===== src/hw/rtl/nnis_fifo.sv =====
module nnis_fifo #(
	parameter int WIDTH = 8,
	parameter int DEPTH = 4,
	localparam int AW = $clog2(DEPTH)
) (
	input  logic             clk,
	input  logic             arst_n,
	input  logic             push,
	input  logic [WIDTH-1:0] push_data,
	input  logic             pop,
	output logic [WIDTH-1:0] pop_data,
	output logic             full,
	output logic             empty
);

	logic [WIDTH-1:0] slot_q [DEPTH];
	logic [AW:0]      wr_ptr_q;
	logic [AW:0]      rd_ptr_q;

	always_ff @(posedge clk or negedge arst_n) begin
		if (!arst_n) begin
			wr_ptr_q <= '0;
			rd_ptr_q <= '0;
		end else begin
			if (push) begin
				wr_ptr_q <= wr_ptr_q + 1'b1;
			end
			if (pop) begin
				rd_ptr_q <= rd_ptr_q + 1'b1;
			end
		end
	end

	always_ff @(posedge clk) begin
		if (push) begin
			slot_q[wr_ptr_q[AW-1:0]] <= push_data;
		end
	end

	assign pop_data = slot_q[rd_ptr_q[AW-1:0]];
	assign empty    = (wr_ptr_q == rd_ptr_q);
	assign full     = (wr_ptr_q[AW] != rd_ptr_q[AW]) &&
	                  (wr_ptr_q[AW-1:0] == rd_ptr_q[AW-1:0]);

endmodule


===== config.mk =====
export PLATFORM = sky130hd
export DESIGN_NAME = nnis_fifo
export DESIGN_NICKNAME = d
export VERILOG_FILES = /design/src/hw/rtl/nnis_fifo.sv
export SDC_FILE = /design/constraint.sdc
export NUM_CORES = 1
export LEC_CHECK = 0
export BUFFER_PORTS_ARGS = -buffer_cell sky130_fd_sc_hd__buf_4
export CAP_MARGIN = 30
export CORE_MARGIN = 2
export CORE_UTILIZATION = 30
export DETAILED_ROUTE_END_ITERATION = 8
export SYNTH_ARGS = -nofsm -noshare
export SYNTH_HDL_FRONTEND = slang
export SYNTH_SLANG_ARGS = --single-unit
export TNS_END_PERCENT = 1

===== constraint.sdc =====
create_clock -name clk -period 1.3 [get_ports clk]
set_clock_uncertainty 0.15 [all_clocks]
set_input_delay 0.13 -clock clk [delete_from_list [all_inputs] [get_ports clk]]
set_output_delay 0.13 -clock clk [all_outputs]
set_load 0.01 [all_outputs]

Word level (Yosys, flattened, before mapping)
Memories as Yosys holds them, arrays and structs flattened.
Cells that the tools add are included.

storage, ports and cells
  word-level logic and storage cells = 11
  bits in registers = 6
  memory bits (writable) = 32
  input bits = 12
  output and inout bits = 10
  memories = 1

memories
  name    depth  width  rd ports  clocked after Yosys merged registers in  write ports  line  text
  slot_q  4      8      1         0                                        1            16    logic [WIDTH-1:0] slot_q [DEPTH];

cells by class
  reduce and logical (&&, ||, !) cells = 1
  eq/ne operators = 3
  muxes and demuxes = 2
  add/sub/neg operators = 2

operators by type and width
  cell                                          number
  adder 3 x 1 -> 3 bit (second input constant)  2
  equality test 3 bit                           1
  equality test 2 bit                           1
  two-way mux 1 bit                             2
  logical AND 1 bit                             1
  != test 1 bit                                 1

Longest topological paths before layout
Gate-level depths: netlist of run 1.

  word-level depth = 2
  depth in mapped cells = 4
  gate-level depth less buffers = 4

Worst setup path after synthesis of run 1
No wires, ideal clock.

  path type = reg2reg
  start = register wr_ptr_q[0]
  end = memory slot_q[0][0], enable pin
  path slack = -0.080 ns
  period minus slack after synthesis = 1.380 ns
  data arrival time = 0.898 ns
  library setup time = 0.332 ns
  buffers on the path = 0
  cell stages (with the launch flop) = 4
  required time = 0.818 ns
  cells stage by stage = dfrtp_1 -> inv_1 -> ha_1 -> and2_1

RTL lines
  what                    line  text
  from (decl)             17    logic [AW:0] wr_ptr_q;
  from (signal assigned)  26    wr_ptr_q <= wr_ptr_q + 1'b1;
  to (decl)               16

No word-level cell before the write port.

Worst setup path after layout of run 1
  start = register rd_ptr_q[0]
  end = output port pop_data[5]

on the way
  longest elaborated chain between the ends = 1

RTL lines
  what                     line  text
  from (decl)              18    logic [AW:0] rd_ptr_q;
  from (signal assigned)   29    rd_ptr_q <= rd_ptr_q + 1'b1;
  memory read (4 x 8 bit)  -
  to (decl)                11    output logic [WIDTH-1:0] pop_data,

Every way passes these cells.

==> results of run 1 <==
where the power goes:
group	switching, W	leakage, nW	internal (W)	total [W]
Clock	0.000378	0.0426	0.000368	0.000746
Sequential	0.000127	0.365	0.00163	0.00175
Combinational	0.000804	0.365	0.00106	0.00187
state kept, by name, indices dropped and copies added, names as in the netlist:
register	flops
rd_ptr_q	3
slot_q	32
wr_ptr_q	3
area by class of cell:
type / count / share of cell area [%]
inverters: 2 / 0.366
repair buffers: 42 / 18.2
clock buffers: 6 / 3.54
multi-input cells: 30 / 19.2
well taps: 67 / 4.09
flip-flops and latches: 38 / 54.2
clock inverters: 2 / 0.427
how the worst max path moves through the flow:
stage / end / slack (ps)
after CTS: pop_data[6] / -480
after global placement: pop_data[6] / -170
after floorplan: slot_q[1][0]$_DFFE_PP_ / -60
final: pop_data[5] / -470
after global routing: pop_data[2] / -520
after detailed placement: pop_data[6] / -170
critical path, stage by stage (launching register included):
cell and delay (ps):
dfrtp_1 400, buf_6 140, mux4_2 520, buf_6 140
logic make-up (layout without fill, tap and decap cells):
kind of cell	Yosys count	count (layout)	synth area share, %
compound gates	1	1	0.333
xor+xnor	7	7	4.09
fa+ha+maj	5	5	4.17
buf+inv	4	52	1.58
flops	38	38	74.1
mux	9	9	12.8
simple gates	8	8	3.00
cells in the final DEF, fill, tap and decap left out, types with 2 or more instances in the layout:
master	instances
ha_1	4
buf_4	23
clkbuf_8	5
inv_2	2
xor2_1	5
and2_4	3
mux4_2	8
dfrtp_1	6
xnor2_1	2
edfxtp_1	32
dlygate4sd3_1	11
buf_6	8
nand2_1	2
what timing repair did:
| item | 4_1_cts | 5_1_grt |
|---|---|---|
| resized for setup | 17 | 0 |
| gates cloned | 0 | 0 |
| setup buffers | 1 | 0 |
| hold endpoints to repair | 43 | 0 |
| endpoints found under the setup margin | 44 | 36 |
| hold buffers | 11 | 0 |
metrics by stage:
stage          worst slack [ps]  hold slack, ps
6_report                   -472            49.6
5_1_grt                    -515            59.9
4_1_cts                    -478            52.1
3_5_place_dp               -174            -204
3_3_place_gp               -171            -206
2_1_floorplan             -55.4            -316
routing by layer:
layer,vias up,global-route usage (%)
li1,370,-
met1,396,13.3
met4,0,4.76
met3,2,2.41
met2,15,17.5
met5,-,0
==> results by group, run 1 <==
Outcome
  • Outcome: finished, violations left
  • Failing checks: setup timing

Routing
  • DRT iter0 DRCs: 26
  • Via count: 783
  • WL met3: 77 µm
  • Max Used Layer: met4
  • Met2 WL post-DR: 1320 µm
  • DR WL/cell: 13.9 µm
  • Residual DRC: 0
  • DRT Pass-1 Iters: 4
  • Drt via density: 4.19
  • Final ANT Viol Nets: 0
  • Routed WL: 2600 µm
  • DRT met1 WL: 1190 µm

Power
  • Pleak: 0.772 nW
  • Peak supply drop: 1.35 mV
  • Total chip power: 0.00437 W
  • Power Density: 2130 mW/mm²

Placed design
  • Placer's final routability congestion estimate: 0.727
  • HPWL after DPL: 1830 µm
  • Buffers added on ports: 21
  • Cell count after placement: 167
  • Placed Area: 0.00180 mm²

Worst setup path
  • FF-to-FF Start: rd_ptr_q[0]$_DFFE_PN0P_
  • Crit end category: output pin
  • Worst EP required: 1020 ps
  • Worst R2R Setup Slack: -140 ps
  • Critical path startpoint category: flip-flop
  • CP Class: flip-flop to output pin
  • Depth of the most critical reg-to-reg path: 4
  • Worst Setup SP: rd_ptr_q[0]$_DFFE_PN0P_
  • Reg2reg end: rd_ptr_q[1]$_DFFE_PN0P_
  • Critical Path AT: 1490 ps
  • Crit-path max FO: 4

Timing
  • Fin. Hold Viols: 0
  • Tmin final: 1770 ps
  • Fin. max-slew vios: 0
  • Final worst slack: -472 ps
  • Worst-Margin Slew: 259 ps
  • RSZ-0062 raised after global routing: yes
  • Final setup fails: 35
  • Period utilisation layout: 136%
  • Max-slew headroom: 82.6%
  • Setup tns final: -5020 ps
  • Fmax: 564 MHz

Floorplanning
  • Rows: 25
  • Die Y-Extent: 74.7 µm
  • Die W: 74.7 µm
  • IO Count: 22
  • Initial core utilization: 31.3%
  • Core area: 0.00479 mm²
  • Die area: 0.00558 mm²

Synthesis
  • Syn Area/Cell: 20.8 µm²
  • Yosys warns: 0
  • #FFs+latches synth: 38
  • Synthesized net count: 89
  • Synth top area share: 64.1%
  • Largest area contributor in the netlist: edfxtp_1
  • Most frequent cells after synthesis: edfxtp_1 (32), mux4_2 (8), dfrtp_1 (6)
  • Number of enable flip-flop cells after synthesis: 32
  • Post-synthesis sequential area ratio: 74.1%
  • Netlist cell types: 15
  • Count leader, synth: edfxtp_1
  • Post-synth ARST share: 15.8%
  • Post-synth top flop: edfxtp_1
  • Mapped Area: 0.00150 mm²
  • Synthesized instance count: 72
  • Top post-synthesis cells by area: edfxtp_1 (64%), mux4_2 (12%), dfrtp_1 (10%)

Job
  • MaxCap Viol Count: 0

Finish
  • Post-route cell area: 0.00205 mm²
  • # fillers: 430
  • Share of layout cells above drive strength 1: 44.2%
  • NumNets Final: 136
  • Post-route insts no fill: 187
  • Layout area overhead: 36.7%
  • Fin util: 42.8%
  • Ant diodes: 0
  • Register area: 0.00111 mm²
  • Area of the multi-input gates: 394 µm²

GRT
  • Largest net degree at the start of global routing: 12
  • First-pass GRT wire length: 4140 µm
  • Initial antenna violation count: 0
  • Vias in the first global route: 838
  • Gr usage total: 10.6%
  • GR Overflow Total: 0

Clock network
  • Clock root cell: clkbuf_8
  • TritonCTS clock tree: done
  • Clock Sinks: 38
  • Number of CTS-inserted buffers: 5
  • Worst skew pair latency: 280 ps
  • H-tree Lvls: 2
  • CTS Buffer Depth: 2
  • Reg clk slew, reported paths: 70 ps

Worst hold path
  • Hold Path Class: input port to async pin
Power figures use the tool's default switching activity.
==> run 2, diff against run 1 <==
- ABC_AREA: default -> 1
- SKIP_LAST_GASP: default -> 1
==> results by group, run 2 <==
Finish
  • NumNets Final: 197 (+45%)
  • Largest register FFs: 32 (unchanged)
  • Fin util: 40.1% (-2.8 points)
  • # fillers: 544 (+27%)
  • Share of layout cells above drive strength 1: 23.2% (-21 points)
  • Layout area overhead: 31.0%
  • Highest-count cells in the layout ignoring fill and taps: nand2_1 (35), edfxtp_1 (32), buf_4 (29)
  • Ant diodes: 0 (unchanged)
  • Most common cell after layout, fill and taps aside: nand2_1

Worst setup path
  • WP buf/inv: 2 (unchanged)
  • Max incr delay on CP: 420 ps (-100 ps)
  • Crit-path cells: buf_12, xnor2_1, nand2_1, nor2_1, buf_4
  • Top delay family on crit path: flip-flops
  • Critical Path AT: 1320 ps (-170 ps)
  • Worst EP required: 1020 ps (about the same)
  • Critical path startpoint category: flip-flop
  • Crit end category: output pin
  • Slowest cell on crit path: dfrtp_1
  • Crit-path max FO: 19 (+15)
  • CP Class: flip-flop to output pin

Clock network
  • CTS Buffer Depth: 2 (unchanged)
  • Number of CTS-inserted buffers: 5 (unchanged)
  • Clock root cell: clkbuf_8
  • Worst skew pair latency: 280 ps (about the same)
  • Reg clk slew, reported paths: 80 ps (about the same)
  • Clock Sinks: 38 (unchanged)
  • TritonCTS clock tree: done
  • H-tree Lvls: 2 (unchanged)

Routing
  • WL met3: 109 µm (+42%)
  • DRT met1 WL: 1360 µm (+15%)
  • Residual DRC: 0 (unchanged)
  • Met2 WL post-DR: 1310 µm (about the same)
  • Final ANT Viol Nets: 0 (unchanged)
  • DRT Pass-1 Iters: 4 (unchanged)
  • DRT iter0 DRCs: 38 (+46%)
  • Routed WL: 2850 µm (+9.6%)
  • Via count: 1027 (+31%)
  • Drt via density: 4.06 (-3.1%)
  • Max Used Layer: met4
  • DR WL/cell: 11.3 µm (-19%)

Job
  • MaxCap Viol Count: 0 (unchanged)

Placed design
  • HPWL after DPL: 1950 µm (+6.5%)
  • Placer's final routability congestion estimate: 0.664 (-8.7%)
  • Buffers added on ports: 21 (unchanged)

Floorplanning
  • Rows: 27 (+8.0%)
  • Die Y-Extent: 78.2 µm (+4.7%)
  • IO Count: 22 (unchanged)
  • Die W: 78.2 µm (+4.7%)
  • Core area: 0.00541 mm² (+13%)
  • Die area: 0.00612 mm² (+9.6%)
  • Initial core utilization: 30.6% (-0.77 points)

Outcome
  • Outcome: finished, violations left
  • Failing checks: setup timing

Synthesis
  • Synthesized net count: 152 (+71%)
  • Yosys warns: 0 (unchanged)
  • Number of enable flip-flop cells after synthesis: 32 (unchanged)
  • Largest area contributor in the netlist: edfxtp_1
  • Most frequent cells after synthesis: nand2_1 (35), edfxtp_1 (32), inv_1 (24)
  • Top post-synthesis cells by area: edfxtp_1 (58%), dfrtp_1 (9.1%), nand2_1 (7.9%)
  • Count leader, synth: nand2_1
  • Syn Area/Cell: 12.2 µm² (-41%)
  • #FFs+latches synth: 38 (unchanged)
  • Netlist cell types: 13 (-2)
  • Mapped Area: 0.00165 mm² (+10%)
  • Post-synthesis sequential area ratio: 67.2% (-6.8 points)
  • Post-synth ARST share: 15.8% (unchanged)
  • Synth top area share: 58.1% (-5.9 points)
  • Synthesized instance count: 135 (+88%)
  • Post-synth top flop: edfxtp_1

GRT
  • First-pass GRT wire length: 4530 µm (+9.5%)
  • Gr usage total: 10.0% (-0.56 points)
  • Vias in the first global route: 941 (+12%)
  • Largest net degree at the start of global routing: 20 (+8)
  • Initial antenna violation count: 0 (unchanged)
  • GR Overflow Total: 0 (unchanged)

Timing
  • Setup tns final: -3490 ps (+1540 ps)
  • Fmax: 626 MHz (+11%)
  • Period utilisation layout: 123% (-13 points)
  • RSZ-0062 raised after global routing: yes
  • Max-slew headroom: 84.6% (+2.0 points)
  • Final setup fails: 34 (-2.9%)
  • Tmin final: 1600 ps (-174 ps)
  • Fin. Hold Viols: 0 (unchanged)
  • Final worst slack: -298 ps (+174 ps)
  • Worst-Margin Slew: 231 ps (-28.1 ps)
  • Fin. max-slew vios: 0 (unchanged)

Power
  • Pleak: 0.938 nW (+22%)
  • Peak supply drop: 0.692 mV (-49%)
  • Power Density: 2060 mW/mm² (-3.2%)

Worst hold path
  • Hold Path Class: input port to async pin
-- run 2: cell count changes in the layout (fill, tap and decap cells not counted), moves of 2 or more --
| cell | before | now |
|---|---|---|
| nand2_1 | 2 | 35 |
| inv_1 | 0 | 23 |
| o211ai_1 | 0 | 16 |
| mux4_2 | 8 | 0 |
| buf_6 | 8 | 1 |
| buf_4 | 23 | 29 |
| and2_4 | 3 | 0 |
| buf_12 | 0 | 3 |
| nor2_1 | 0 | 2 |
| xor2_1 | 5 | 3 |
-- run 2: logic make-up (layout without fill, tap and decap cells) --
family          count (synthesis)  count (layout)  share of synthesized area [%]
flops                          38              38                           67.2
compound gates                 18              18                           7.87
buf+inv                        31              77                           9.54
fa+ha+maj                       5               5                           3.79
xor+xnor                        6               6                           3.18
simple gates                   37              37                           8.40
-- run 2: worst reg2reg max path: stages, from the launching register on --
cell	delay (ps)
dfrtp_1	420
inv_1	110
ha_1	140
nand2_1	40
inv_1	80
buf_12	130
-- run 2: power breakdown --
group          switching, W  internal [W]  total (W)
clock network      0.000410      0.000367   0.000777
logic              0.000964      0.000953    0.00192
registers          0.000146       0.00163    0.00177
-- run 2: per-stage QoR --
| stage | cell area (µm²) | hold WS [ps] | instances | worst slack, ps | total power, W |
|---|---|---|---|---|---|
| after floorplan | 1650 | -316 | 135 | -29.7 | 0.00294 |
| after global placement | 1960 | -206 | 233 | -21.6 | 0.00367 |
| after detailed placement | 1960 | -206 | 233 | -42.4 | 0.00369 |
| after CTS | 2150 | 23.8 | 252 | -318 | 0.00449 |
| after global routing | 2170 | 35.3 | 253 | -385 | 0.00479 |
| final | 2170 | 30.5 | 253 | -298 | 0.00447 |
-- run 2: layout make-up --
cell class / instances / area [µm²] / share of cell area, %
sequential: 38 / 1110 / 51.3
timing repair buffer: 44 / 399 / 18.4
multi-input combinational: 66 / 384 / 17.7
inverter: 25 / 96.3 / 4.45
tap: 72 / 90.1 / 4.16
clock buffer: 5 / 68.8 / 3.18
clock inverter: 3 / 16.3 / 0.751
-- run 2: path summary, 6_finish.rpt --
kind | depth (start not counted) | endpoint | startpoint | slack, ps
worst max-delay path | 5 | full | rd_ptr_q[0]$_DFFE_PN0P_ | -300
worst min-delay path | 2 | rd_ptr_q[2]$_DFFE_PN0P_ | arst_n | 30
worst max register to register | 5 | slot_q[1][2]$_DFFE_PP_ | wr_ptr_q[1]$_DFFE_PN0P_ | -50
worst min register to register | 1 | wr_ptr_q[2]$_DFFE_PN0P_ | wr_ptr_q[2]$_DFFE_PN0P_ | 340
max in group asynchronous | 2 | rd_ptr_q[1]$_DFFE_PN0P_ | arst_n | 850
min in group clk | 1 | wr_ptr_q[2]$_DFFE_PN0P_ | wr_ptr_q[2]$_DFFE_PN0P_ | 340
-- run 2: metal layers --
metal  up-vias  global-route usage (%)
li1        538                       -
met1       462                    12.6
met2        22                    15.6
met3         5                    2.87
met4         0                    5.26
met5         -                       0
-- run 2: repair_timing --
| item | CTS | global route |
|---|---|---|
| resized for setup | 0 | 1 |
| hold endpoints to repair | 42 | 0 |
| buffers inserted | 0 | 1 |
| endpoints found under the setup margin | 34 | 43 |
| hold buffers | 11 | 0 |
| pin swaps | 3 | 1 |
