===== src/hw/rtl/nnis_pkg.sv =====
package nnis_pkg;

	// command codes on the input channel
	localparam logic CMD_LOAD  = 1'b0;
	localparam logic CMD_FETCH = 1'b1;

	// configuration register indexes
	localparam logic [1:0] CFG_SRC_WIDTH  = 2'd0;
	localparam logic [1:0] CFG_SRC_HEIGHT = 2'd1;
	localparam logic [1:0] CFG_DST_WIDTH  = 2'd2;
	localparam logic [1:0] CFG_DST_HEIGHT = 2'd3;

	localparam int SRC_DIM_BITS = 7;
	localparam int DST_DIM_BITS = 11;
	localparam int COORD_BITS   = 10;
	localparam int WORD_BITS    = 32;
	localparam int CFG_BITS     = 11;
	localparam int CFG_IDX_BITS = 2;
	localparam logic [SRC_DIM_BITS-1:0] SRC_DIM_MAX = 7'd64;
	localparam logic [SRC_DIM_BITS-1:0] SRC_DIM_MIN = 7'd1;
	localparam logic [DST_DIM_BITS-1:0] DST_DIM_RESET = 11'd64;

	// source index range: up to 64 x 64 pixels
	localparam int INDEX_BITS = 12;
	localparam int AREA_BITS  = 13;
	// numerator of a coordinate division: 10 bit coordinate times 7 bit size
	localparam int NUM_BITS   = 16;
	// quotient is below the source size, so six bits
	localparam int QUOT_BITS  = 6;
	localparam int STEP_BITS  = 3;
	localparam logic [STEP_BITS-1:0] LAST_STEP = 3'(QUOT_BITS - 1);

	// reciprocal used to reduce an index modulo the store depth
	localparam int RECIP_SHIFT = 24;
	localparam int RECIP_BITS  = 25;
	localparam int DEPTH_BITS  = 17;

	localparam int QUEUE_DEPTH = 4;

	typedef enum logic [1:0] {
		KIND_LOAD,
		KIND_FETCH,
		KIND_ERROR
	} item_kind_t;

	typedef enum logic [2:0] {
		BK_IDLE,
		BK_DIV,
		BK_INDEX,
		BK_MOD_MUL,
		BK_MOD_SUB,
		BK_MOD_FIX,
		BK_READ,
		BK_DONE
	} back_state_t;

	// sizes as the datapath sees them, source sizes already clamped
	typedef struct packed {
		logic [SRC_DIM_BITS-1:0] src_w;
		logic [SRC_DIM_BITS-1:0] src_h;
		logic [DST_DIM_BITS-1:0] dst_w;
		logic [DST_DIM_BITS-1:0] dst_h;
	} cfg_t;

	typedef struct packed {
		item_kind_t            kind;
		logic [WORD_BITS-1:0]  pixel;
		logic [NUM_BITS-1:0]   num_x;
		logic [NUM_BITS-1:0]   num_y;
		logic [INDEX_BITS-1:0] ptr;
	} queue_entry_t;

	function automatic logic [SRC_DIM_BITS-1:0] clamp_src_dim(
		input logic [SRC_DIM_BITS-1:0] v
	);
		logic [SRC_DIM_BITS-1:0] r;
		r = v;
		if (v == '0) begin
			r = SRC_DIM_MIN;
		end else if (v > SRC_DIM_MAX) begin
			r = SRC_DIM_MAX;
		end
		return r;
	endfunction

endpackage


===== src/hw/rtl/nnis_front.sv =====
module nnis_front (
	input  logic                                clk,
	input  logic                                arst_n,
	input  logic                                in_valid,
	output logic                                in_stall,
	input  logic                                cmd,
	input  logic [nnis_pkg::WORD_BITS-1:0]      pixel_in,
	input  logic [nnis_pkg::COORD_BITS-1:0]     dst_x,
	input  logic [nnis_pkg::COORD_BITS-1:0]     dst_y,
	input  nnis_pkg::cfg_t                      cfg,
	input  logic                                full,
	output logic                                push,
	output nnis_pkg::queue_entry_t              push_entry
);

	import nnis_pkg::*;

	logic [INDEX_BITS-1:0] ptr_q;
	logic [AREA_BITS-1:0]  area;
	logic [AREA_BITS-1:0]  ptr_next;
	logic [NUM_BITS-1:0]   num_x;
	logic [NUM_BITS-1:0]   num_y;
	logic                  out_of_range;

	assign in_stall = full;
	assign push     = in_valid && !full;

	assign area     = cfg.src_w * cfg.src_h;
	assign ptr_next = {1'b0, ptr_q} + 1'b1;

	assign num_x = dst_x * cfg.src_w;
	assign num_y = dst_y * cfg.src_h;
	assign out_of_range = ({1'b0, dst_x} >= cfg.dst_w) || ({1'b0, dst_y} >= cfg.dst_h);

	always_comb begin
		push_entry.pixel = pixel_in;
		push_entry.num_x = num_x;
		push_entry.num_y = num_y;
		push_entry.ptr   = ptr_q;
		if (cmd == CMD_LOAD) begin
			push_entry.kind = KIND_LOAD;
		end else if (out_of_range) begin
			push_entry.kind = KIND_ERROR;
		end else begin
			push_entry.kind = KIND_FETCH;
		end
	end

	// write pointer wraps at the source area, also when the area shrank below it
	always_ff @(posedge clk or negedge arst_n) begin
		if (!arst_n) begin
			ptr_q <= '0;
		end else if (push && cmd == CMD_LOAD) begin
			if (ptr_next >= area) begin
				ptr_q <= '0;
			end else begin
				ptr_q <= ptr_next[INDEX_BITS-1:0];
			end
		end
	end

endmodule


===== config.mk =====
export PLATFORM = sky130hd
export DESIGN_NAME = nnis_front
export DESIGN_NICKNAME = d
export VERILOG_FILES = /design/src/hw/rtl/nnis_pkg.sv /design/src/hw/rtl/nnis_front.sv
export SDC_FILE = /design/constraint.sdc
export NUM_CORES = 1
export LEC_CHECK = 0
export BUFFER_PORTS_ARGS = -buffer_cell sky130_fd_sc_hd__buf_2
export CAP_MARGIN = 10
export CORE_ASPECT_RATIO = 0.8
export CORE_MARGIN = 1
export CORE_UTILIZATION = 58
export CTS_BUF_LIST = sky130_fd_sc_hd__clkbuf_8
export CTS_CLUSTER_DIAMETER = 80
export DETAILED_ROUTE_END_ITERATION = 12
export GPL_TIMING_DRIVEN = 0
export HOLD_SLACK_MARGIN = 0.02
export PLACE_DENSITY = 0.85
export SYNTH_ARGS = -nofsm -noshare
export SYNTH_HDL_FRONTEND = slang
export SYNTH_SLANG_ARGS = --single-unit
export TNS_END_PERCENT = 10

===== constraint.sdc =====
create_clock -name clk -period 8.2 [get_ports clk]
set_input_delay 1.64 -clock clk [delete_from_list [all_inputs] [get_ports clk]]
set_output_delay 1.64 -clock clk [all_outputs]
set_load 0.01 [all_outputs]

# --- After elaboration in Yosys (flattened, before gate mapping) ---
# Cells that the tools add are included.
# W data, S select, Z words.
word_totals:
  register_bits: 12
  in_bits: 93
  out_inout_bits: 80
  word_cells: 16
classes:
  addsub: 1
  multipliers: 3
  n_lt_le_gt_ge: 3
  n_mux: 3
  bitwise: 1
  reduce_logical: 4
op_table:
  columns: ["cell", "count"]
  rows:
  - ["$mul A10 B7 Y16", 2]
  - ["$ge A10 B11 Y1", 2]
  - ["$add A12 B1 Y13 const B", 1]
  - ["$ge A13 B13 Y1", 1]
  - ["$mul A7 B7 Y13", 1]
  - ["$mux W12", 1]
  - ["$mux W2", 2]
  - ["$logic_and A1 B1 Y1", 2]
  - ["$logic_not A1 Y1", 1]
  - ["$logic_or A1 B1 Y1", 1]
  - ["$not A1 Y1", 1]

# --- Depth between registers and ports, before layout ---
# Gate-level depths: netlist of run 1.
logic_depth:
  depth_word: 4
  ltp_mapped: 22
  ltp_nobuf: 21

# --- Worst setup path before layout of run 1 ---
# Ideal clock, no wire load.
synth_timing:
  path_kind: "input to output"
  startpoint: "input cfg[35] (netlist bit)"
  endpoint: "output push_entry[40] (netlist bit)"
  arrival_ns: 5.542
  t_required_ns: 6.560
  slack_ns: 1.018
  cell_stages: 13
  path_buffers: 1
  path_cell_list: "clkbuf_1 nand2_1 fa_1 fa_1 fa_1 inv_1 fa_1 ha_1 o21a_1 a31o_2 a2111oi_2 nor3_1 xor2_1"
synth_rtl:
  columns: ["element", "line", "text"]
  rows:
  - ["from (decl)", "nnis_front.sv:10", "input nnis_pkg::cfg_t cfg,"]
  - ["to (decl)", "nnis_front.sv:13", "output nnis_pkg::queue_entry_t push_entry"]

==> impl_metrics.env, run 1 <==
export IMPL_status="finished clean"
export IMPL_final_period_utilization_pct=95.4
export IMPL_ys_seq_elements=12
export IMPL_place_hpwl_um=14300
export IMPL_min_to="ptr_q[3]$_DFFE_PN0P_"
export IMPL_cts_hold_buf=0
export IMPL_synth_area_leaders="fa_1 (27%), ha_1 (22%), and2_1 (7.4%)"
export IMPL_track_usage_pct=26.5
export IMPL_postSynthCellCount=883
export IMPL_placed_cell_area_sq_mm=0.00828
export IMPL_core_area_sq_mm=0.0123
export IMPL_cp_max_fo=10
export IMPL_fill_cells=1044
export IMPL_post_cts_buffers=0
export IMPL_drc=0
export IMPL_final_cell_area_sq_mm=0.00832
export IMPL_critical_path_endpoint_type="primary output"
export IMPL_clkLatencyLatePin_ns=0.24
export IMPL_ys_flop_type="dfrtp_1"
export IMPL_worst_setup_hold_path_clk_slew_ns=0.05
export IMPL_cp_startpoint="cfg[34]"
export IMPL_drt_first_pass_iters=5
export IMPL_netlist_area_leader_share_pct=26.9
export IMPL_cts_max_path_buffers=2
export IMPL_top_register="ptr_q"
export IMPL_grt_pass1_vias=6135
export IMPL_grt_pass1_wl_um=28200
export IMPL_area_growth_pct=13.0
export IMPL_hold_path_class="flop to flop"
export IMPL_final_layout_size_suffix_gt1_share_pct=18.0
export IMPL_initial_utilization_pct=59.9
export IMPL_grt_max_degree=13
export IMPL_powerDensity_mw_per_mm2=200
export IMPL_std_cell_rows=36
export IMPL_fin_hold_ws_ns=0.564
export IMPL_ys_seq_area_share_pct=4.08
export IMPL_critPathKind="input port to primary output"
export IMPL_finalSetupTns_ns=0
export IMPL_max_cap_violations=0
export IMPL_diodes=0
export IMPL_critPathArrivalTime_ns=6.19
export IMPL_worst_slew_pin_slew_ns=0.604
export IMPL_nets=1350
export IMPL_wl_per_cell_um=14.1
export IMPL_timing_rr_end="ptr_q[11]$_DFFE_PN0P_"
export IMPL_cts_resized_gates=0
export IMPL_gp_congestion=0.830
export IMPL_r2r_start="ptr_q[0]$_DFFE_PN0P_"
export IMPL_r2r_slack_ns=5.19
export IMPL_p_total_uw=1660
export IMPL_synth_edff_count=0
export IMPL_skew_ns=0.00422
export IMPL_final_core_util_pct=67.7
export IMPL_syn_nets=1205
export IMPL_hold_viol_final=0
export IMPL_yosysWarnings=0
export IMPL_slew_headroom_pct=59.5
export IMPL_fin_crit_ns=7.83
export IMPL_async_flop_share_pct=100
export IMPL_synth_area_per_cell_sq_um=8.34
export IMPL_synth_cell_types=51
export IMPL_synth_commonest_cells="inv_1 (137), nand2_1 (137), ha_1 (130)"
export IMPL_ioPinCount=173
export IMPL_critPathLaunchType="input port"
export IMPL_worstHoldStart="ptr_q[3]$_DFFE_PN0P_"
export IMPL_h_tree_depth=1
export IMPL_rr_worst_depth=11
export IMPL_rsz0062_at_grt="no"
export IMPL_syn_cell_area_sq_mm=0.00737
export IMPL_setup_viol=0
export IMPL_via_count=6479
export IMPL_hold_depth=2
export IMPL_io_buffers=140
export IMPL_ir_worst_vdd_mv=0.302
export IMPL_antenna_found_initial=1
export IMPL_die_w_um=128
export IMPL_drv_slew=0
export IMPL_viasPerCell=5.41
export IMPL_grt_overflow=0
export IMPL_largest_reg_flops=12
export IMPL_cts_tree="yes"
export IMPL_numCtsBuffers=3
export IMPL_cts_root_buf="clkbuf_8"
export IMPL_routed_wl_um=16900
export IMPL_synth_top_area_cell="fa_1"
export IMPL_drtIter0Drc=363
export IMPL_top_regs="ptr_q x12"
export IMPL_ant_nets=0
export IMPL_die_area_sq_mm=0.0132
export IMPL_clock_fmax_mhz=128
export IMPL_clock_sinks=12
export IMPL_crit_required_ns=6.56
export IMPL_die_h_um=103
export IMPL_p_leak_uw=0.00472
-- stage by stage --
stage	cells	setup WS, ns
after floorplan	883	1.02
after global placement	1194	0.439
after detailed placement	1194	0.392
after CTS	1197	0.396
after global routing	1197	0.164
final	1197	0.373
-- power by group --
group	internal [uW]	switching (uW)	leakage [uW]	total, uW
combinational	685	842	0.00453	1530
clock	32.3	20.9	0.0000216	53.2
sequential	68.6	13.4	0.000163	81.9
-- critical path: stages --
cell and delay [ns]:
buf_2 0.18, clkbuf_1 0.48, nand2_1 0.15, fa_1 0.51, fa_1 0.52, fa_1 0.55
inv_1 0.05, fa_1 0.47, ha_1 0.34, o21a_1 0.23, a31o_2 0.27, a2111oi_2 0.36
nor3_1 0.12, xor2_1 0.15, buf_2 0.15
-- kinds of logic (layout without fill, tap and decap cells) --
| family | Yosys count | in the layout | share of synthesized area, % |
|---|---|---|---|
| AND/OR/NAND/NOR | 292 | 292 | 19.3 |
| adder cells (fa/ha/maj) | 229 | 229 | 49.0 |
| buffers and inverters | 186 | 329 | 11.2 |
| AO/OA/AOI/OAI | 112 | 112 | 10.3 |
| XOR/XNOR | 52 | 52 | 6.18 |
| flip-flops | 12 | 12 | 4.08 |
-- area by class of cell --
type	instances	area, sq um	area share, %
Multi-Input combinational cell	685	6240	75.0
Timing Repair Buffer	140	701	8.42
Inverter	137	514	6.18
Buffer	49	308	3.70
Sequential cell	12	300	3.61
Tap cell	171	214	2.57
Clock buffer	3	41.3	0.496
-- metal layers --
layer	routed length, um	track usage [%]	vias to the layer above	part of all wire (%)
met5	0	0	-	0
met4	212	5.52	0	1.3
met3	1170	2.59	26	6.9
met2	8030	45.4	265	47
met1	7500	36.9	3089	44
li1	-	-	3099	-
-- worst max path at each step --
| stage | end | slack, ns | cells past startpoint |
|---|---|---|---|
| floorplan | push_entry[40] | 1.02 | 13 |
| global placement | push_entry[40] | 0.44 | 15 |
| detailed placement | push_entry[40] | 0.39 | 15 |
| CTS | push_entry[40] | 0.40 | 15 |
| global route | push_entry[40] | 0.16 | 16 |
| finish | push_entry[40] | 0.37 | 15 |
-- layout by cell type, fill, tap and decap left out, types with 2 or more instances in the layout --
cell and n:
a31oi_1 5, and2_1 87, o211ai_1 11, buf_4 33, clkbuf_1 16, o21a_1 4, nor3_1 5, ha_1 130
o21ai_1 14, o21ai_0 4, a21oi_1 29, nand2_1 137, clkbuf_8 3, dfrtp_1 12, nor4_1 2, buf_2 140
a31o_2 2, xor2_1 17, nand2b_1 8, nor2_1 20, nor2b_1 4, a211oi_1 4, and3_1 6, nand4_1 5
nand3_1 11, inv_1 137, a21o_1 17, fa_1 99, o31a_1 2, o21bai_1 4, xnor2_1 35, or2_2 2
Note: power is estimated with default switching activity, not from simulation.
==> run 2, diff against run 1 <==
CORE_UTILIZATION = 52   (was 58)
PLACE_DENSITY = 0.78   (was 0.85)
==> impl_metrics.env, run 2 (synthesized netlist as in run 1, its figures left out) <==
export IMPL_diodes=0
export IMPL_worst_setup_hold_path_clk_slew_ns=0.06
export IMPL_hold_viol_final=0
export IMPL_routed_wl_um=16900
export IMPL_cp_max_fo=10
export IMPL_min_to="ptr_q[11]$_DFFE_PN0P_"
export IMPL_status="finished clean"
export IMPL_r2r_start="ptr_q[0]$_DFFE_PN0P_"
export IMPL_cpPeakStageDelay_ns=0.55
export IMPL_cts_max_path_buffers=2
export IMPL_viasPerCell=5.24
export IMPL_critPathLaunchType="input port"
export IMPL_met2WireLength_um=8070
export IMPL_grt_pass1_vias=6143
export IMPL_die_w_um=135
export IMPL_top_register="ptr_q"
export IMPL_place_hpwl_um=14200
export IMPL_grt_max_degree=13
export IMPL_p_total_uw=1660
export IMPL_max_cap_violations=0
export IMPL_nets=1350
export IMPL_final_common_cell="buf_2"
export IMPL_final_period_utilization_pct=95.2
export IMPL_h_tree_depth=1
export IMPL_final_core_util_pct=61.0
export IMPL_gp_congestion=0.890
export IMPL_antenna_found_initial=0
export IMPL_rsz0062_at_grt="no"
export IMPL_cts_resized_gates=0
export IMPL_wl_met3_um=714
export IMPL_drv_slew=0
export IMPL_area_growth_pct=13.3
export IMPL_cts_tree="yes"
export IMPL_drt_first_pass_iters=4
export IMPL_via_count=6324
export IMPL_slew_headroom_pct=60.4
export IMPL_wl_per_cell_um=14.0
export IMPL_hold_path_class="flop to flop"
export IMPL_grt_overflow=0
export IMPL_crit_path_cell_trace="buf_2 -> clkbuf_1 -> nand2_1 -> fa_1 -> fa_1 -> fa_1 -> inv_1 -> fa_1 -> ha_1 -> o21a_1 -> a31o_2 -> a2111oi_2 -> nor3_1 -> xor2_1 -> buf_2"
export IMPL_mostFrequentLayoutCells="buf_2 (140), inv_1 (137), nand2_1 (137), ha_1 (130), fa_1 (99)"
export IMPL_ant_nets=0
export IMPL_wl_met1_um=8000
export IMPL_setup_viol=0
export IMPL_drtIter0Drc=312
export IMPL_die_area_sq_mm=0.0147
export IMPL_clock_sinks=12
export IMPL_cp_startpoint="cfg[34]"
export IMPL_top_regs="ptr_q x12"
export IMPL_powerDensity_mw_per_mm2=199
export IMPL_timing_rr_end="ptr_q[0]$_DFFE_PN0P_"
export IMPL_core_area_sq_mm=0.0137
export IMPL_clock_fmax_mhz=128
export IMPL_ioPinCount=173
export IMPL_grt_pass1_wl_um=28900
export IMPL_finalSetupTns_ns=0
export IMPL_initial_utilization_pct=53.8
export IMPL_r2r_slack_ns=5.20
export IMPL_ir_worst_vdd_mv=0.311
export IMPL_fin_crit_ns=7.81
export IMPL_critPathArrivalTime_ns=6.17
export IMPL_track_usage_pct=24.3
export IMPL_worst_slew_pin_slew_ns=0.591
export IMPL_clkLatencyLatePin_ns=0.24
export IMPL_cts_root_buf="clkbuf_8"
export IMPL_post_cts_buffers=0
export IMPL_io_buffers=140
export IMPL_final_layout_size_suffix_gt1_share_pct=18.1
export IMPL_cp_common_cell="fa_1"
export IMPL_crit_buf_inv=4
export IMPL_skew_ns=0.000470
export IMPL_die_h_um=108
export IMPL_slowest_stage="fa_1"
export IMPL_cts_hold_buf=0
export IMPL_rr_worst_depth=12
export IMPL_critical_path_endpoint_type="primary output"
export IMPL_p_leak_uw=0.00473
export IMPL_largest_reg_flops=12
export IMPL_critical_path_top_delay_family="adder cells"
export IMPL_critPathKind="input port to primary output"
export IMPL_worstHoldStart="ptr_q[11]$_DFFE_PN0P_"
export IMPL_numCtsBuffers=3
export IMPL_top_layer="met4"
export IMPL_crit_required_ns=6.56
export IMPL_hold_depth=2
export IMPL_std_cell_rows=38
export IMPL_drc=0
==> run 2: cell count changes in the layout (fill, tap and decap cells not counted), sizes merged <==
cell	change
clkbuf	+1
==> run 2: worst min-delay path, delay by kind of cell (launching register included) <==
kind	cells	cell delay [ns]
AO/OA/AOI/OAI	1	0.06
flip-flops	1	0.40
AND/OR/NAND/NOR	1	0.06
==> run 2: worst max path at each step <==
stage,to,slack (ns),depth (start not counted)
2_1_floorplan,push_entry[40],1.02,13
3_3_place_gp,push_entry[40],0.40,15
3_5_place_dp,push_entry[40],0.39,15
4_1_cts,push_entry[40],0.39,15
5_1_grt,push_entry[40],0.15,16
6_report,push_entry[40],0.39,15
==> run 2: through the flow <==
| step | hold WS, ns | area, sq um | setup slack, ns | instances |
|---|---|---|---|---|
| after global placement | 0.548 | 8290 | 0.402 | 1203 |
| after CTS | 0.571 | 8350 | 0.386 | 1207 |
| after floorplan | 0.570 | 7370 | 1.02 | 883 |
| after detailed placement | 0.558 | 8290 | 0.393 | 1203 |
| final | 0.564 | 8350 | 0.393 | 1207 |
| after global routing | 0.607 | 8350 | 0.147 | 1207 |
==> run 2: report_power, final <==
group | leakage, uW | internal, uW | switching, uW
Sequential | 0.000163 | 68.5 | 13.9
Clock | 0.0000288 | 42.5 | 24.1
Combinational | 0.00453 | 683 | 833
==> run 2: area by class of cell <==
type	instances	area (sq um)
Buffer	49	308
Timing Repair Buffer	140	701
Inverter	137	514
Multi-Input combinational cell	685	6240
Tap cell	180	225
Fill cell	1254	5350
Clock buffer	4	55.1
Sequential cell	12	300
==> run 2: metal layers <==
layer | vias up | GRT usage (%)
met5 | - | 0
met4 | 0 | 1.77
met3 | 8 | 1.22
met2 | 136 | 41.6
met1 | 3072 | 35.4
li1 | 3108 | -
==> run 3, diff against run 2 <==
PLACE_DENSITY = 0.81   (was 0.78)
clock period = 6.75 ns   (was 8.2 ns; I/O delays follow)
==> impl_metrics.env, run 3 (synthesized netlist as in run 1, its figures left out) <==
export IMPL_status="finished clean"
export IMPL_grt_max_degree=18
export IMPL_cp_endpoint="push_entry[27]"
export IMPL_ioPinCount=173
export IMPL_rr_worst_depth=12
export IMPL_cts_root_buf="clkbuf_8"
export IMPL_track_usage_pct=23.1
export IMPL_top_regs="ptr_q x12"
export IMPL_cts_max_path_buffers=2
export IMPL_power_frac_seq_pct=4.7
export IMPL_placed_cell_area_sq_mm=0.00829
export IMPL_cts_tree="yes"
export IMPL_h_tree_depth=1
export IMPL_gp_congestion=0.894
export IMPL_place_hpwl_um=13900
export IMPL_ir_worst_vdd_mv=0.354
export IMPL_r2r_slack_ns=3.92
export IMPL_via_count=6340
export IMPL_setup_viol=0
export IMPL_std_cell_rows=38
export IMPL_cp_startpoint="cfg[23]"
export IMPL_grt_pass1_vias=6019
export IMPL_viasPerCell=5.26
export IMPL_timing_rr_end="ptr_q[8]$_DFFE_PN0P_"
export IMPL_cts_hold_buf=0
export IMPL_clock_fmax_mhz=150
export IMPL_p_int_uw=1060
export IMPL_mostFrequentLayoutCells="inv_1 (137), nand2_1 (137), buf_2 (128), ha_1 (123), fa_1 (99)"
export IMPL_cp_max_fo=8
export IMPL_hold_viol_final=0
export IMPL_grt_pass1_wl_um=27700
export IMPL_final_layout_size_suffix_gt1_share_pct=21.3
export IMPL_initial_utilization_pct=53.8
export IMPL_critPathKind="input port to primary output"
export IMPL_final_period_utilization_pct=98.8
export IMPL_powerDensity_mw_per_mm2=251
export IMPL_critical_path_endpoint_type="primary output"
export IMPL_r2r_start="ptr_q[0]$_DFFE_PN0P_"
export IMPL_top_register="ptr_q"
export IMPL_nets=1348
export IMPL_multi_input_area_sq_mm=0.00640
export IMPL_dp_cells=1203
export IMPL_clkLatencyLatePin_ns=0.24
export IMPL_fin_crit_ns=6.67
export IMPL_hold_path_class="flop to flop"
export IMPL_largest_reg_flops=12
export IMPL_slew_headroom_pct=66.6
export IMPL_drv_slew=0
export IMPL_final_cells=1205
export IMPL_drt_first_pass_iters=4
export IMPL_hold_depth=2
export IMPL_wl_per_cell_um=13.7
export IMPL_p_sw_share_pct=50.9
export IMPL_numCtsBuffers=3
export IMPL_max_cap_violations=0
export IMPL_die_h_um=108
export IMPL_critPathArrivalTime_ns=5.32
export IMPL_die_area_sq_mm=0.0147
export IMPL_rsz0062_at_grt="yes"
export IMPL_p_leak_uw=0.00482
export IMPL_antenna_found_initial=0
export IMPL_final_cell_area_sq_mm=0.00861
export IMPL_drc=0
export IMPL_clockPowerShare_pct=3.6
export IMPL_seqCellArea_sq_um=300
export IMPL_p_switching_uw=1100
export IMPL_io_buffers=140
export IMPL_core_area_sq_mm=0.0137
export IMPL_critPathLaunchType="input port"
export IMPL_grt_overflow=0
export IMPL_worst_slew_pin_slew_ns=0.501
export IMPL_ant_nets=0
export IMPL_worst_setup_hold_path_clk_slew_ns=0.05
export IMPL_routed_wl_um=16500
export IMPL_skew_ns=0.000838
export IMPL_clock_sinks=12
export IMPL_fill_cells=1222
export IMPL_crit_required_ns=5.40
export IMPL_diodes=0
export IMPL_drtIter0Drc=353
export IMPL_pwr_share_comb_pct=91.8
export IMPL_area_growth_pct=16.9
export IMPL_die_w_um=135
run 3: cell types whose count changed in the layout (fill, tap and decap cells not counted), moves of 4 or more:
cell	previous run	this run
buf_4	33	46
ha_1	130	123
ha_4	0	5
buf_2	140	128
clkbuf_4	0	4
clkbuf_1	16	2
buf_6	0	5
run 3: worst min path at each step:
stage	slack (ns)	endpoint	from
after floorplan	0.57	ptr_q[11]$_DFFE_PN0P_	ptr_q[11]$_DFFE_PN0P_
final	0.57	ptr_q[3]$_DFFE_PN0P_	ptr_q[3]$_DFFE_PN0P_
after detailed placement	0.57	ptr_q[3]$_DFFE_PN0P_	ptr_q[3]$_DFFE_PN0P_
after global placement	0.55	ptr_q[11]$_DFFE_PN0P_	ptr_q[11]$_DFFE_PN0P_
after CTS	0.58	ptr_q[10]$_DFFE_PN0P_	ptr_q[10]$_DFFE_PN0P_
after global routing	0.59	ptr_q[3]$_DFFE_PN0P_	ptr_q[3]$_DFFE_PN0P_
run 3: critical path, stage by stage:
cell and delay, ns:
buf_4 0.15, and2_4 0.16, fa_1 0.52, inv_1 0.05
fa_1 0.47, fa_1 0.54, inv_1 0.06, fa_1 0.55
ha_4 0.22, o21a_1 0.17, a21o_1 0.19, a311o_1 0.39
a31oi_1 0.21, xnor2_1 0.13, buf_2 0.15
run 3: cell type report:
cell class                 instances  area share [%]
clock buffer                       4           0.639
inverter                         137            5.97
buffer                            40            3.71
timing repair buffer             147            9.18
sequential                        12            3.49
tap                              180            2.62
multi-input combinational        685            74.4
run 3: timing repair:
item / in CTS / in global routing
buffers inserted: 2 / 4
cloned: 1 / 0
resized for setup: 21 / 43
endpoints found under the hold margin: 0 / 0
pin swaps: 9 / 20
endpoints found under the setup margin: 24 / 12
run 3: stage by stage:
stage | setup WS [ns] | total power (uW) | utilization (%) | setup TNS, ns | hold slack (ns)
final | 0.0810 | 2160 | 62.9 | 0 | 0.575
after floorplan | 0.148 | 1440 | - | 0 | 0.570
after global routing | -0.0298 | 2420 | 62.9 | -0.0870 | 0.591
after global placement | -0.423 | 1880 | 60.6 | -5.49 | 0.552
after detailed placement | -0.535 | 1920 | 60.6 | -6.99 | 0.566
after CTS | 0.000815 | 2040 | 61.5 | 0 | 0.578
run 3: power by group through the flow:
stage               clock [uW]  combinational (uW)  sequential (uW)
finish                    76.7                1980              101
detailed placement           0                1820              101
floorplan                    0                1340              104
global route              82.1                2230              103
CTS                       78.6                1860              100
global placement             0                1780              101
run 3: layer usage:
layer	vias to the layer above	global-route usage [%]	part of all wire [%]
met5	-	0	0
met4	0	1.85	0.70
met3	14	2.81	4.8
met2	167	39.1	47
met1	3063	32.7	47
li1	3096	-	-
